File: src/rtl/core/sacch_power_and_ta_loops_assert.svh
// Assertion macros shared by the SACCH loop RTL
`ifndef SACCH_POWER_AND_TA_LOOPS_ASSERT_SVH
`define SACCH_POWER_AND_TA_LOOPS_ASSERT_SVH

// same-cycle implication, checked on every rising edge out of reset
`define SACCH_ASSERT_NOW(lbl, ante, cons) \
    lbl: assert property (@(posedge aclk) disable iff (!aresetn) (ante) |-> (cons)) \
        else $error("sacch assertion failed");

// next-cycle implication, checked on every rising edge out of reset
`define SACCH_ASSERT_NEXT(lbl, ante, cons) \
    lbl: assert property (@(posedge aclk) disable iff (!aresetn) (ante) |=> (cons)) \
        else $error("sacch assertion failed");

`endif

File: src/rtl/core/sacch_pkg.sv
// Package: constants, codes and types of the SACCH power and timing advance loops
`timescale 1ns / 1ps
`default_nettype none

package sacch_pkg;

    localparam int CHANNELS   = 64;
    localparam int RSSI_SLOTS = 32;
    localparam int TOA_FRAMES = 16;

    localparam int CH_W       = 6;
    localparam int RSSI_W     = 8;
    localparam int TOA_W      = 16;
    localparam int RTA_W      = 8;
    localparam int LEVEL_W    = 5;
    localparam int TA_W       = 6;
    localparam int CARRIER_W  = 10;
    localparam int STEP_W     = 5;
    localparam int CFG_DATA_W = 10;
    localparam int CFG_IDX_W  = 3;

    localparam int RAM_DEPTH  = (CHANNELS < (2 ** CH_W)) ? CHANNELS : (2 ** CH_W);
    localparam int CH_IDX_W   = (RAM_DEPTH > 1) ? $clog2(RAM_DEPTH) : 1;
    localparam int RCNT_W     = $clog2(RSSI_SLOTS + 1);
    localparam int TCNT_W     = $clog2(TOA_FRAMES);
    localparam int ACC_W      = TOA_W + $clog2(TOA_FRAMES);

    localparam int BAND_LOW    = 512;
    localparam int BAND_HIGH   = 885;
    localparam int CAP_NARROW  = 15;
    localparam int CAP_WIDE    = 19;
    localparam int DUMMY_LIMIT = -127;
    localparam int TOA_LIMIT   = 230;
    localparam int TA_TOP      = 63;
    localparam int RSSI_IDLE   = 127;
    localparam int TOA_THRESH  = (TOA_LIMIT + 1) * TOA_FRAMES;

    localparam logic signed [RSSI_W-1:0] RSSI_FLOOR = RSSI_W'(DUMMY_LIMIT);
    localparam logic signed [ACC_W-1:0]  TOA_SUM_HI = ACC_W'(TOA_THRESH);
    localparam logic signed [ACC_W-1:0]  TOA_SUM_LO = ACC_W'(-TOA_THRESH);

    localparam int OUTQ_DEPTH = 3;
    localparam int OUTQ_PTR_W = 2;
    localparam int OUTQ_CNT_W = 2;

    typedef enum logic [CFG_IDX_W-1:0] {
        CFG_POWER_EN = 3'd0,
        CFG_TA_EN    = 3'd1,
        CFG_TARGET   = 3'd2,
        CFG_CARRIER  = 3'd3,
        CFG_RAISE    = 3'd4,
        CFG_LOWER    = 3'd5
    } cfg_index_t;

    typedef enum logic {
        CMD_MEAS = 1'b0,
        CMD_TICK = 1'b1
    } cmd_t;

    typedef struct packed {
        logic                     power_en;
        logic                     ta_en;
        logic signed [RSSI_W-1:0] target;
        logic [CARRIER_W-1:0]     carrier;
        logic [STEP_W-1:0]        raise_max;
        logic [STEP_W-1:0]        lower_max;
    } cfg_t;

    typedef struct packed {
        logic [LEVEL_W-1:0]       level;
        logic [TA_W-1:0]          adv;
        logic                     parity;
        logic                     first_seen;
        logic                     since_eval;
        logic [RCNT_W-1:0]        rtaken;
        logic signed [RSSI_W-1:0] rlowest;
        logic signed [ACC_W-1:0]  taccum;
        logic [TCNT_W-1:0]        ttaken;
    } entry_t;

    typedef struct packed {
        logic [CH_W-1:0]    out_channel;
        logic [LEVEL_W-1:0] power_level;
        logic [TA_W-1:0]    ordered_ta;
        logic               power_changed;
        logic               ta_changed;
    } result_t;

    localparam entry_t ENTRY_RESET = '{
        level:      '0,
        adv:        '0,
        parity:     1'b0,
        first_seen: 1'b0,
        since_eval: 1'b0,
        rtaken:     '0,
        rlowest:    RSSI_W'(RSSI_IDLE),
        taccum:     '0,
        ttaken:     '0
    };

endpackage

`default_nettype wire

File: src/rtl/core/sacch_state_ram.sv
// Generic single-write, single-read synchronous RAM with registered read data
`timescale 1ns / 1ps
`default_nettype none

module sacch_state_ram #(
    parameter int WIDTH = 8,
    parameter int DEPTH = 64,
    parameter int ADDR_W = (DEPTH > 1) ? $clog2(DEPTH) : 1
) (
    input  wire logic              aclk,
    input  wire logic              we,
    input  wire logic [ADDR_W-1:0] waddr,
    input  wire logic [WIDTH-1:0]  wdata,
    input  wire logic              re,
    input  wire logic [ADDR_W-1:0] raddr,
    output logic      [WIDTH-1:0]  rdata
);

    logic [WIDTH-1:0] mem [DEPTH];
    logic [WIDTH-1:0] rd_data_reg;

    always_ff @(posedge aclk) begin
        if (we) begin
            mem[waddr] <= wdata;
        end
    end

    always_ff @(posedge aclk) begin
        if (re) begin
            rd_data_reg <= mem[raddr];
        end
    end

    assign rdata = rd_data_reg;

endmodule

`default_nettype wire

File: src/rtl/core/sacch_loop_calc.sv
// Update of one channel entry: RSSI collection, TOA averaging and power step
`timescale 1ns / 1ps
`default_nettype none

module sacch_loop_calc
    import sacch_pkg::*;
(
    input  wire cmd_t                     cmd,
    input  wire logic signed [RSSI_W-1:0] rssi,
    input  wire logic signed [TOA_W-1:0]  toa,
    input  wire logic [RTA_W-1:0]         rep_ta,
    input  wire cfg_t                     cfg,
    input  wire entry_t                   cur,
    output entry_t                        nxt,
    output logic                          power_changed,
    output logic                          ta_changed
);

    logic signed [ACC_W-1:0]  toa_sum;
    logic [TCNT_W:0]          toa_cnt;
    logic                     step_en;
    logic signed [8:0]        diff;
    logic signed [8:0]        half;
    logic signed [10:0]       cur_s;
    logic signed [10:0]       nw;
    logic signed [10:0]       cap_s;
    logic signed [10:0]       up_s;
    logic signed [10:0]       dn_s;
    logic                     narrow_band;

    assign narrow_band = (cfg.carrier >= CARRIER_W'(BAND_LOW))
                      && (cfg.carrier <= CARRIER_W'(BAND_HIGH));
    assign cap_s = narrow_band ? 11'(CAP_NARROW) : 11'(CAP_WIDE);
    assign cur_s = $signed({6'b0, cur.level});
    assign up_s  = cur_s + $signed({6'b0, cfg.lower_max});
    assign dn_s  = cur_s - $signed({6'b0, cfg.raise_max});
    assign toa_sum = cur.taccum + $signed({{(ACC_W - TOA_W){toa[TOA_W-1]}}, toa});
    assign toa_cnt = {1'b0, cur.ttaken} + (TCNT_W + 1)'(1);

    always_comb begin
        nxt     = cur;
        step_en = 1'b0;
        diff    = '0;
        if (cmd == CMD_MEAS) begin
            if (cfg.power_en && (rssi >= RSSI_FLOOR)) begin
                nxt.first_seen = 1'b1;
                nxt.since_eval = 1'b1;
                if (cur.rtaken < RCNT_W'(RSSI_SLOTS)) begin
                    if (rssi < cur.rlowest) begin
                        nxt.rlowest = rssi;
                    end
                    nxt.rtaken = cur.rtaken + RCNT_W'(1);
                end
            end
            if (cfg.ta_en && ({(RTA_W - TA_W)'(0), cur.adv} == rep_ta)) begin
                if (toa_cnt >= (TCNT_W + 1)'(TOA_FRAMES)) begin
                    if ((toa_sum <= TOA_SUM_LO) && (cur.adv != '0)) begin
                        nxt.adv = cur.adv - TA_W'(1);
                    end else if ((toa_sum >= TOA_SUM_HI) && (cur.adv < TA_W'(TA_TOP))) begin
                        nxt.adv = cur.adv + TA_W'(1);
                    end
                    nxt.taccum = '0;
                    nxt.ttaken = '0;
                end else begin
                    nxt.taccum = toa_sum;
                    nxt.ttaken = toa_cnt[TCNT_W-1:0];
                end
            end
        end else begin
            if (cfg.power_en && cur.parity && cur.first_seen) begin
                if (!cur.since_eval) begin
                    step_en = 1'b1;
                    diff    = $signed({4'b0, cfg.raise_max});
                end else begin
                    nxt.since_eval = 1'b0;
                    if (cur.rtaken != '0) begin
                        step_en     = 1'b1;
                        diff        = $signed({cfg.target[RSSI_W-1], cfg.target})
                                    - $signed({cur.rlowest[RSSI_W-1], cur.rlowest});
                        nxt.rtaken  = '0;
                        nxt.rlowest = RSSI_W'(RSSI_IDLE);
                    end
                end
            end
            nxt.parity = ~cur.parity;
        end

        half = diff >>> 1;
        nw   = cur_s - {{2{half[8]}}, half};
        if (nw < 11'sd0) begin
            nw = 11'sd0;
        end
        if (nw > cap_s) begin
            nw = cap_s;
        end
        if (nw > up_s) begin
            nw = up_s;
        end else if (nw < dn_s) begin
            nw = dn_s;
        end
        if (step_en && (diff != 9'sd0)) begin
            nxt.level = nw[LEVEL_W-1:0];
        end
    end

    assign power_changed = (nxt.level != cur.level);
    assign ta_changed    = (nxt.adv != cur.adv);

endmodule

`default_nettype wire

File: src/rtl/core/sacch_out_queue.sv
// Three-entry result queue between the update stage and the result channel
`timescale 1ns / 1ps
`default_nettype none

module sacch_out_queue
    import sacch_pkg::*;
(
    input  wire logic                  aclk,
    input  wire logic                  aresetn,
    input  wire logic                  push,
    input  wire result_t               push_data,
    input  wire logic                  m_ready,
    output logic                       m_valid,
    output result_t                    head_data,
    output logic [OUTQ_CNT_W-1:0]      count
);

`include "sacch_power_and_ta_loops_assert.svh"

    result_t                 slots [OUTQ_DEPTH];
    logic [OUTQ_PTR_W-1:0]   head_reg;
    logic [OUTQ_PTR_W-1:0]   head_next;
    logic [OUTQ_PTR_W-1:0]   tail_reg;
    logic [OUTQ_PTR_W-1:0]   tail_next;
    logic [OUTQ_CNT_W-1:0]   count_reg;
    logic [OUTQ_CNT_W-1:0]   count_next;
    logic                    pop;

    assign m_valid   = (count_reg != '0);
    assign pop       = m_valid && m_ready;
    assign head_data = slots[head_reg];
    assign count     = count_reg;

    always_comb begin
        head_next  = head_reg;
        tail_next  = tail_reg;
        count_next = count_reg;
        if (pop) begin
            head_next = (head_reg == OUTQ_PTR_W'(OUTQ_DEPTH - 1)) ? '0 : head_reg + 1'b1;
        end
        if (push) begin
            tail_next = (tail_reg == OUTQ_PTR_W'(OUTQ_DEPTH - 1)) ? '0 : tail_reg + 1'b1;
        end
        if (push && !pop) begin
            count_next = count_reg + 1'b1;
        end else if (pop && !push) begin
            count_next = count_reg - 1'b1;
        end
    end

    always_ff @(posedge aclk) begin
        if (!aresetn) begin
            head_reg  <= '0;
            tail_reg  <= '0;
            count_reg <= '0;
        end else begin
            head_reg  <= head_next;
            tail_reg  <= tail_next;
            count_reg <= count_next;
        end
    end

    always_ff @(posedge aclk) begin
        if (push) begin
            slots[tail_reg] <= push_data;
        end
    end

    `SACCH_ASSERT_NOW(a_no_overflow, push, count_reg < OUTQ_CNT_W'(OUTQ_DEPTH))
    `SACCH_ASSERT_NEXT(a_pop_drains, pop && !push, count_reg == $past(count_reg) - 1'b1)
    `SACCH_ASSERT_NOW(a_ptrs_agree, count_reg == '0, head_reg == tail_reg)

endmodule

`default_nettype wire

File: src/rtl/core/sacch_power_and_ta_loops.sv
// Top level of the per-channel SACCH power control and timing advance loops
// One item per cycle sustained while the result queue has room; each result is registered into the queue.
// Each item reads its channel entry from the state RAM (registered read), is updated in the
// following cycle and written back; an item on the same channel right behind it takes the
// fresh entry from a one-deep forward register. The three-entry result queue keeps input
// acceptance going while results wait. No clearing pass after reset: per-channel valid bits
// make untouched entries read as their reset value, so items are taken at once.
`timescale 1ns / 1ps
`default_nettype none

module sacch_power_and_ta_loops
    import sacch_pkg::*;
(
    input  wire logic                     aclk,
    input  wire logic                     aresetn,

    input  wire logic                     cfg_we,
    input  wire logic [CFG_IDX_W-1:0]     cfg_index,
    input  wire logic [CFG_DATA_W-1:0]    cfg_wdata,

    input  wire logic                     s_valid,
    output logic                          s_ready,
    input  wire logic                     s_cmd,
    input  wire logic [CH_W-1:0]          s_channel,
    input  wire logic signed [RSSI_W-1:0] s_rssi,
    input  wire logic signed [TOA_W-1:0]  s_toa256,
    input  wire logic [RTA_W-1:0]         s_reported_ta,

    output logic                          m_valid,
    input  wire logic                     m_ready,
    output logic [CH_W-1:0]               m_out_channel,
    output logic [LEVEL_W-1:0]            m_power_level,
    output logic [TA_W-1:0]               m_ordered_ta,
    output logic                          m_power_changed,
    output logic                          m_ta_changed
);

`include "sacch_power_and_ta_loops_assert.svh"

    cfg_t                     cfg_reg;
    cfg_t                     cfg_next;

    logic                     s1_valid_reg;
    logic                     s1_valid_next;
    cmd_t                     s1_cmd_reg;
    logic [CH_W-1:0]          s1_ch_reg;
    logic signed [RSSI_W-1:0] s1_rssi_reg;
    logic signed [TOA_W-1:0]  s1_toa_reg;
    logic [RTA_W-1:0]         s1_rep_reg;

    logic [RAM_DEPTH-1:0]     chan_valid_reg;
    logic [RAM_DEPTH-1:0]     chan_valid_next;
    logic                     fwd_valid_reg;
    logic                     fwd_valid_next;
    logic [CH_IDX_W-1:0]      fwd_ch_reg;
    entry_t                   fwd_data_reg;

    logic                     accept;
    logic                     in_range;
    logic                     wr_en;
    logic [CH_IDX_W-1:0]      s1_idx;
    logic [$bits(entry_t)-1:0] ram_rdata;
    entry_t                   cur_entry;
    entry_t                   nxt_entry;
    logic                     power_changed;
    logic                     ta_changed;
    logic                     ta_step_ok;
    result_t                  s1_result;
    result_t                  head_result;
    logic [OUTQ_CNT_W-1:0]    q_count;

    assign accept = s_valid && s_ready;
    assign s_ready = ({2'b0, s1_valid_reg} + {1'b0, q_count}) < 3'(OUTQ_DEPTH);

    always_comb begin
        cfg_next = cfg_reg;
        if (cfg_we) begin
            case (cfg_index_t'(cfg_index))
                CFG_POWER_EN: cfg_next.power_en  = cfg_wdata[0];
                CFG_TA_EN:    cfg_next.ta_en     = cfg_wdata[0];
                CFG_TARGET:   cfg_next.target    = $signed(cfg_wdata[RSSI_W-1:0]);
                CFG_CARRIER:  cfg_next.carrier   = cfg_wdata[CARRIER_W-1:0];
                CFG_RAISE:    cfg_next.raise_max = cfg_wdata[STEP_W-1:0];
                CFG_LOWER:    cfg_next.lower_max = cfg_wdata[STEP_W-1:0];
                default:      cfg_next = cfg_reg;
            endcase
        end
    end

    always_ff @(posedge aclk) begin
        if (!aresetn) begin
            cfg_reg.power_en  <= 1'b0;
            cfg_reg.ta_en     <= 1'b0;
            cfg_reg.target    <= -8'sd10;
            cfg_reg.carrier   <= '0;
            cfg_reg.raise_max <= STEP_W'(4);
            cfg_reg.lower_max <= STEP_W'(2);
        end else begin
            cfg_reg <= cfg_next;
        end
    end

    assign s1_idx   = s1_ch_reg[CH_IDX_W-1:0];
    assign in_range = ({3'b0, s1_ch_reg} < 9'(CHANNELS));
    assign wr_en    = s1_valid_reg && in_range;

    assign s1_valid_next  = accept;
    assign fwd_valid_next = wr_en;

    always_comb begin
        chan_valid_next = chan_valid_reg;
        if (wr_en) begin
            chan_valid_next[s1_idx] = 1'b1;
        end
    end

    always_ff @(posedge aclk) begin
        if (!aresetn) begin
            s1_valid_reg   <= 1'b0;
            fwd_valid_reg  <= 1'b0;
            chan_valid_reg <= '0;
        end else begin
            s1_valid_reg   <= s1_valid_next;
            fwd_valid_reg  <= fwd_valid_next;
            chan_valid_reg <= chan_valid_next;
        end
    end

    always_ff @(posedge aclk) begin
        if (accept) begin
            s1_cmd_reg  <= cmd_t'(s_cmd);
            s1_ch_reg   <= s_channel;
            s1_rssi_reg <= s_rssi;
            s1_toa_reg  <= s_toa256;
            s1_rep_reg  <= s_reported_ta;
        end
        if (wr_en) begin
            fwd_ch_reg   <= s1_idx;
            fwd_data_reg <= nxt_entry;
        end
    end

    sacch_state_ram #(
        .WIDTH ($bits(entry_t)),
        .DEPTH (RAM_DEPTH),
        .ADDR_W(CH_IDX_W)
    ) u_state_ram (
        .aclk (aclk),
        .we   (wr_en),
        .waddr(s1_idx),
        .wdata(nxt_entry),
        .re   (accept),
        .raddr(s_channel[CH_IDX_W-1:0]),
        .rdata(ram_rdata)
    );

    always_comb begin
        if (fwd_valid_reg && (fwd_ch_reg == s1_idx)) begin
            cur_entry = fwd_data_reg;
        end else if (chan_valid_reg[s1_idx]) begin
            cur_entry = entry_t'(ram_rdata);
        end else begin
            cur_entry = ENTRY_RESET;
        end
    end

    sacch_loop_calc u_loop_calc (
        .cmd          (s1_cmd_reg),
        .rssi         (s1_rssi_reg),
        .toa          (s1_toa_reg),
        .rep_ta       (s1_rep_reg),
        .cfg          (cfg_reg),
        .cur          (cur_entry),
        .nxt          (nxt_entry),
        .power_changed(power_changed),
        .ta_changed   (ta_changed)
    );

    always_comb begin
        s1_result.out_channel = s1_ch_reg;
        if (in_range) begin
            s1_result.power_level   = nxt_entry.level;
            s1_result.ordered_ta    = nxt_entry.adv;
            s1_result.power_changed = power_changed;
            s1_result.ta_changed    = ta_changed;
        end else begin
            s1_result.power_level   = '0;
            s1_result.ordered_ta    = '0;
            s1_result.power_changed = 1'b0;
            s1_result.ta_changed    = 1'b0;
        end
    end

    sacch_out_queue u_out_queue (
        .aclk     (aclk),
        .aresetn  (aresetn),
        .push     (s1_valid_reg),
        .push_data(s1_result),
        .m_ready  (m_ready),
        .m_valid  (m_valid),
        .head_data(head_result),
        .count    (q_count)
    );

    assign m_out_channel   = head_result.out_channel;
    assign m_power_level   = head_result.power_level;
    assign m_ordered_ta    = head_result.ordered_ta;
    assign m_power_changed = head_result.power_changed;
    assign m_ta_changed    = head_result.ta_changed;

    assign ta_step_ok = (nxt_entry.adv == cur_entry.adv)
                     || (nxt_entry.adv == cur_entry.adv + 1'b1)
                     || (nxt_entry.adv == cur_entry.adv - 1'b1);

    `SACCH_ASSERT_NOW(a_credit, s1_valid_reg, q_count < OUTQ_CNT_W'(OUTQ_DEPTH))
    `SACCH_ASSERT_NEXT(a_fwd_follows_write, wr_en, fwd_valid_reg && (fwd_ch_reg == $past(s1_idx)))
    `SACCH_ASSERT_NOW(a_ta_single_step, s1_valid_reg, ta_step_ok)

endmodule

`default_nettype wire

File: config.mk
export PLATFORM = sky130hd
export DESIGN_NAME = sacch_power_and_ta_loops
export DESIGN_NICKNAME = d
export VERILOG_FILES = /design/src/rtl/core/sacch_pkg.sv /design/src/rtl/core/sacch_state_ram.sv /design/src/rtl/core/sacch_loop_calc.sv /design/src/rtl/core/sacch_out_queue.sv /design/src/rtl/core/sacch_power_and_ta_loops.sv
export VERILOG_INCLUDE_DIRS = /design/src /design/src/rtl/core
export SDC_FILE = /design/constraint.sdc
export NUM_CORES = 2
export LEC_CHECK = 0
export BUFFER_PORTS_ARGS = -buffer_cell sky130_fd_sc_hd__buf_2
export CORE_MARGIN = 1
export CORE_UTILIZATION = 55
export DETAILED_ROUTE_END_ITERATION = 6
export PLACE_DENSITY = 0.71
export SLEW_MARGIN = 25
export SYNTH_ARGS = -nofsm -noshare
export SYNTH_HDL_FRONTEND = slang
export SYNTH_HIERARCHICAL = 1
export SYNTH_SLANG_ARGS = --single-unit
File: constraint.sdc
create_clock -name aclk -period 33.5 [get_ports aclk]
set_input_delay 3.35 -clock aclk [delete_from_list [all_inputs] [get_ports aclk]]
set_output_delay 3.35 -clock aclk [all_outputs]
set_load 0.1 [all_outputs]
==> results by group <==
Global route
  • Initial antenna violation count: 16
  • Vias in the first global route: 73870
  • Maximum number of pins on one net before global-route repair: 105
  • Wire length of the first global-routing pass: 551800 um
  • All-Layer GR Usage: 0.3007
  • Total congestion overflow after global routing: 0

Min path
  • Class of the tightest hold or removal check: reg2reg
  • Worst Hold Path EP: cfg_reg[18]
  • Depth of the worst hold-timing path: 2
  • Worst Hold Launch: cfg_reg[18]

Pwr
  • Leak Pwr: 0.05114 uW
  • Power density normalized to cell area: 64.83 nW/um^2
  • IR drop worst, VDD: 0.06489 mV

Worst setup path
  • Category of the critical setup timing path: reg2reg
  • Origin of the critical flop-to-flop path: s1_ch_reg[2]
  • Setup slack on the worst flop-to-flop path: 21.82 ns
  • Data arrival, critical path: 12.34 ns
  • End of the worst register-to-register path: u_state_ram/mem[60][47]
  • Delay contributed by the slowest stage of the critical path: 0.81 ns
  • Slowest stage cell on the critical path: a211oi_1
  • Worst endpoint required time: 34.17 ns
  • Element type at the critical path end: register
  • Cell seen most often among critical-path stages: a211oi_1
  • Kind of start point of the critical path: register
  • Cell depth of the worst flop-to-flop path: 36
  • Maximum net fanout on the critical path: 65

CTS
  • CTS Root Buffer Type: clkbuf_16
  • CTS tree: yes
  • Setup Buffers After CTS: 0
  • Clock latency at the later pin of the worst-skew pair: 0.99 ns
  • Post-CTS sizing: 0
  • Clk sinks: 3637
  • Clock edge transition at the registers on the reported setup and hold paths: 0.06 ns
  • CTS Buffer Depth: 4
  • H-tree depth reported by CTS: 5
  • Number of buffers added to fix hold violations after cts: 0
  • Clock buffer count from CTS: 372

Route
  • Total wire length: 393900 um
  • Drt wl/cell: 35.98 um
  • Final ANT Viol Nets: 0
  • Pre-Repair DR Iteration Count: 6
  • Vias per cell: 6.892
  • Remaining routing DRC violations: 0
  • Via total after detailed routing: 75450
  • Number of DRC violations after detailed-routing iteration 0: 10820

STA
  • Actual transition at the worst max-transition pin: 1.183 ns
  • Aggregate negative setup slack: 0 ns
  • Post-route fraction of the period consumed by the critical path: 0.3486
  • Worst clock skew: 0.09970 ns
  • Final Max Slew Viols: 0
  • Worst-case headroom to the max-slew limit: 0.2043
  • Worst hold slack across all endpoints: 0.4652 ns
  • Crit path time final: 11.68 ns
  • Count of endpoints failing hold in the final timing report: 0
  • Upper clock frequency limit: 85.64 MHz
  • Setup repair after global routing missed its margin: no
  • Number of endpoints failing setup at the final stage: 0

Layout
  • Max reg flops: 3328
  • Count of fill cells added during filler insertion: 17320
  • Area taken by multi-input logic gates: 33160 sq um
  • Net count of the finished layout: 7411
  • Layout-stage area growth over the synthesis result: 12.41%
  • Area taken by flip-flops and latches: 108200 sq um
  • Fraction of layout cells with a size suffix above 1: 0.2476

Die
  • Starting utilization of the core area: 0.5538
  • Core ar.: 256900 sq um
  • Die span in y: 510.6 um
  • Horizontal die dimension: 510.6 um
  • Number of placed I/O pins: 78
  • Number of cell rows: 186
  • DIE AREA: 260700 sq um

Run
  • Maximum Capacitance Violations: 0

Placed design
  • Quantity of I/O buffers inserted on ports: 77
  • RD Place Congestion: 0.9064
  • Post-detailed-placement half-perimeter wirelength: 217800 um

Yosys
  • Post-Syn Area per Cell: 20.46 sq um
  • Cells after synthesis: 6955
  • Yosys warnings: 6
  • Post-synthesis instance area: 142300 sq um

Run status
  • Outcome: finished clean
-- area by class of cell --
cell class / instances / area share
clock buffers: 457 / 0.06105
repair buffers: 325 / 0.01547
flip-flops and latches: 3637 / 0.6765
diodes: 7 / 0.0001095
clock inverters: 198 / 0.01190
multi-input cells: 2887 / 0.2073
well taps: 3384 / 0.02647
inverters: 52 / 0.001220
-- metal layers --
metal  vias to the layer above  wire, um  GRT usage
li1                      29710         -          -
met5                         -         7          0
met4                         2     18190     0.1196
met1                     39690    144600     0.4173
met3                       944     47400    0.06675
met2                      5109    183800     0.4684
-- through the flow --
| stage | power, uW | setup WS (ns) | instance area, sq um | util | std cells |
|---|---|---|---|---|---|
| floorplan | 6060 | 22.06 | 142300 | - | 6957 |
| global placement | 6403 | 22.12 | 147900 | 0.5758 | 10280 |
| detailed placement | 6436 | 21.91 | 148200 | 0.5767 | 10280 |
| CTS | 10390 | 21.83 | 159800 | 0.6221 | 10940 |
| global route | 10630 | 21.08 | 159900 | 0.6224 | 10940 |
| finish | 10370 | 21.82 | 159900 | 0.6225 | 10950 |
-- report_power, final --
group          internal (uW)  leakage (uW)  switching [uW]
Combinational            292        0.0123             763
Clock                   2330       0.00569            1690
Sequential              5260        0.0332            39.7
Total                   7880        0.0511            2490
-- worst max-delay path, delay by kind of cell, from the launching register on --
family	cells	cell delay [ns]
buffers and inverters	5	1.81
AND/OR/NAND/NOR	5	1.40
multiplexers	1	0.36
AO/OA/AOI/OAI	21	6.13
flip-flops	1	0.62
adder cells (fa/ha/maj)	4	0.95
-- layout by cell type, fill, tap and decap left out, drive strengths merged, types with 13 or more instances in the layout --
cell	count
o21ai	95
xnor2	24
nor2b	89
a21o	27
nand3	57
or2	14
inv	61
a21oi	192
nand2b	19
o22ai	187
nor2	175
o211ai	13
mux2i	167
xor2	18
clkinv	143
mux4	796
and3	26
a21boi	15
mux2	60
and2	21
or3	13
a22oi	41
nor4	48
clkbuf	457
o221ai	65
ha	74
o22a	41
dfxtp	103
a221oi	55
a22o	20
nand3b	14
a211oi	30
edfxtp	3534
o21a	49
nand2	284
nor3	37
nand4	21
buf	325
bufinv	34
-- how the worst max path moves through the flow --
stage | to | slack, ns | cells after the start | start
6_report | u_state_ram/mem[60][47] | 21.82 | 36 | s1_ch_reg[2]
5_1_grt | u_state_ram/mem[60][47] | 21.08 | 36 | s1_ch_reg[2]
4_1_cts | u_state_ram/mem[34][48] | 21.83 | 34 | s1_ch_reg[2]
3_5_place_dp | u_state_ram/mem[48][48] | 21.91 | 34 | s1_ch_reg[2]
3_3_place_gp | u_state_ram/mem[48][48] | 22.12 | 34 | s1_ch_reg[2]
2_1_floorplan | fwd_data_reg[50] | 22.06 | 36 | s1_ch_reg[0]
(Power assumes the default switching activity.)
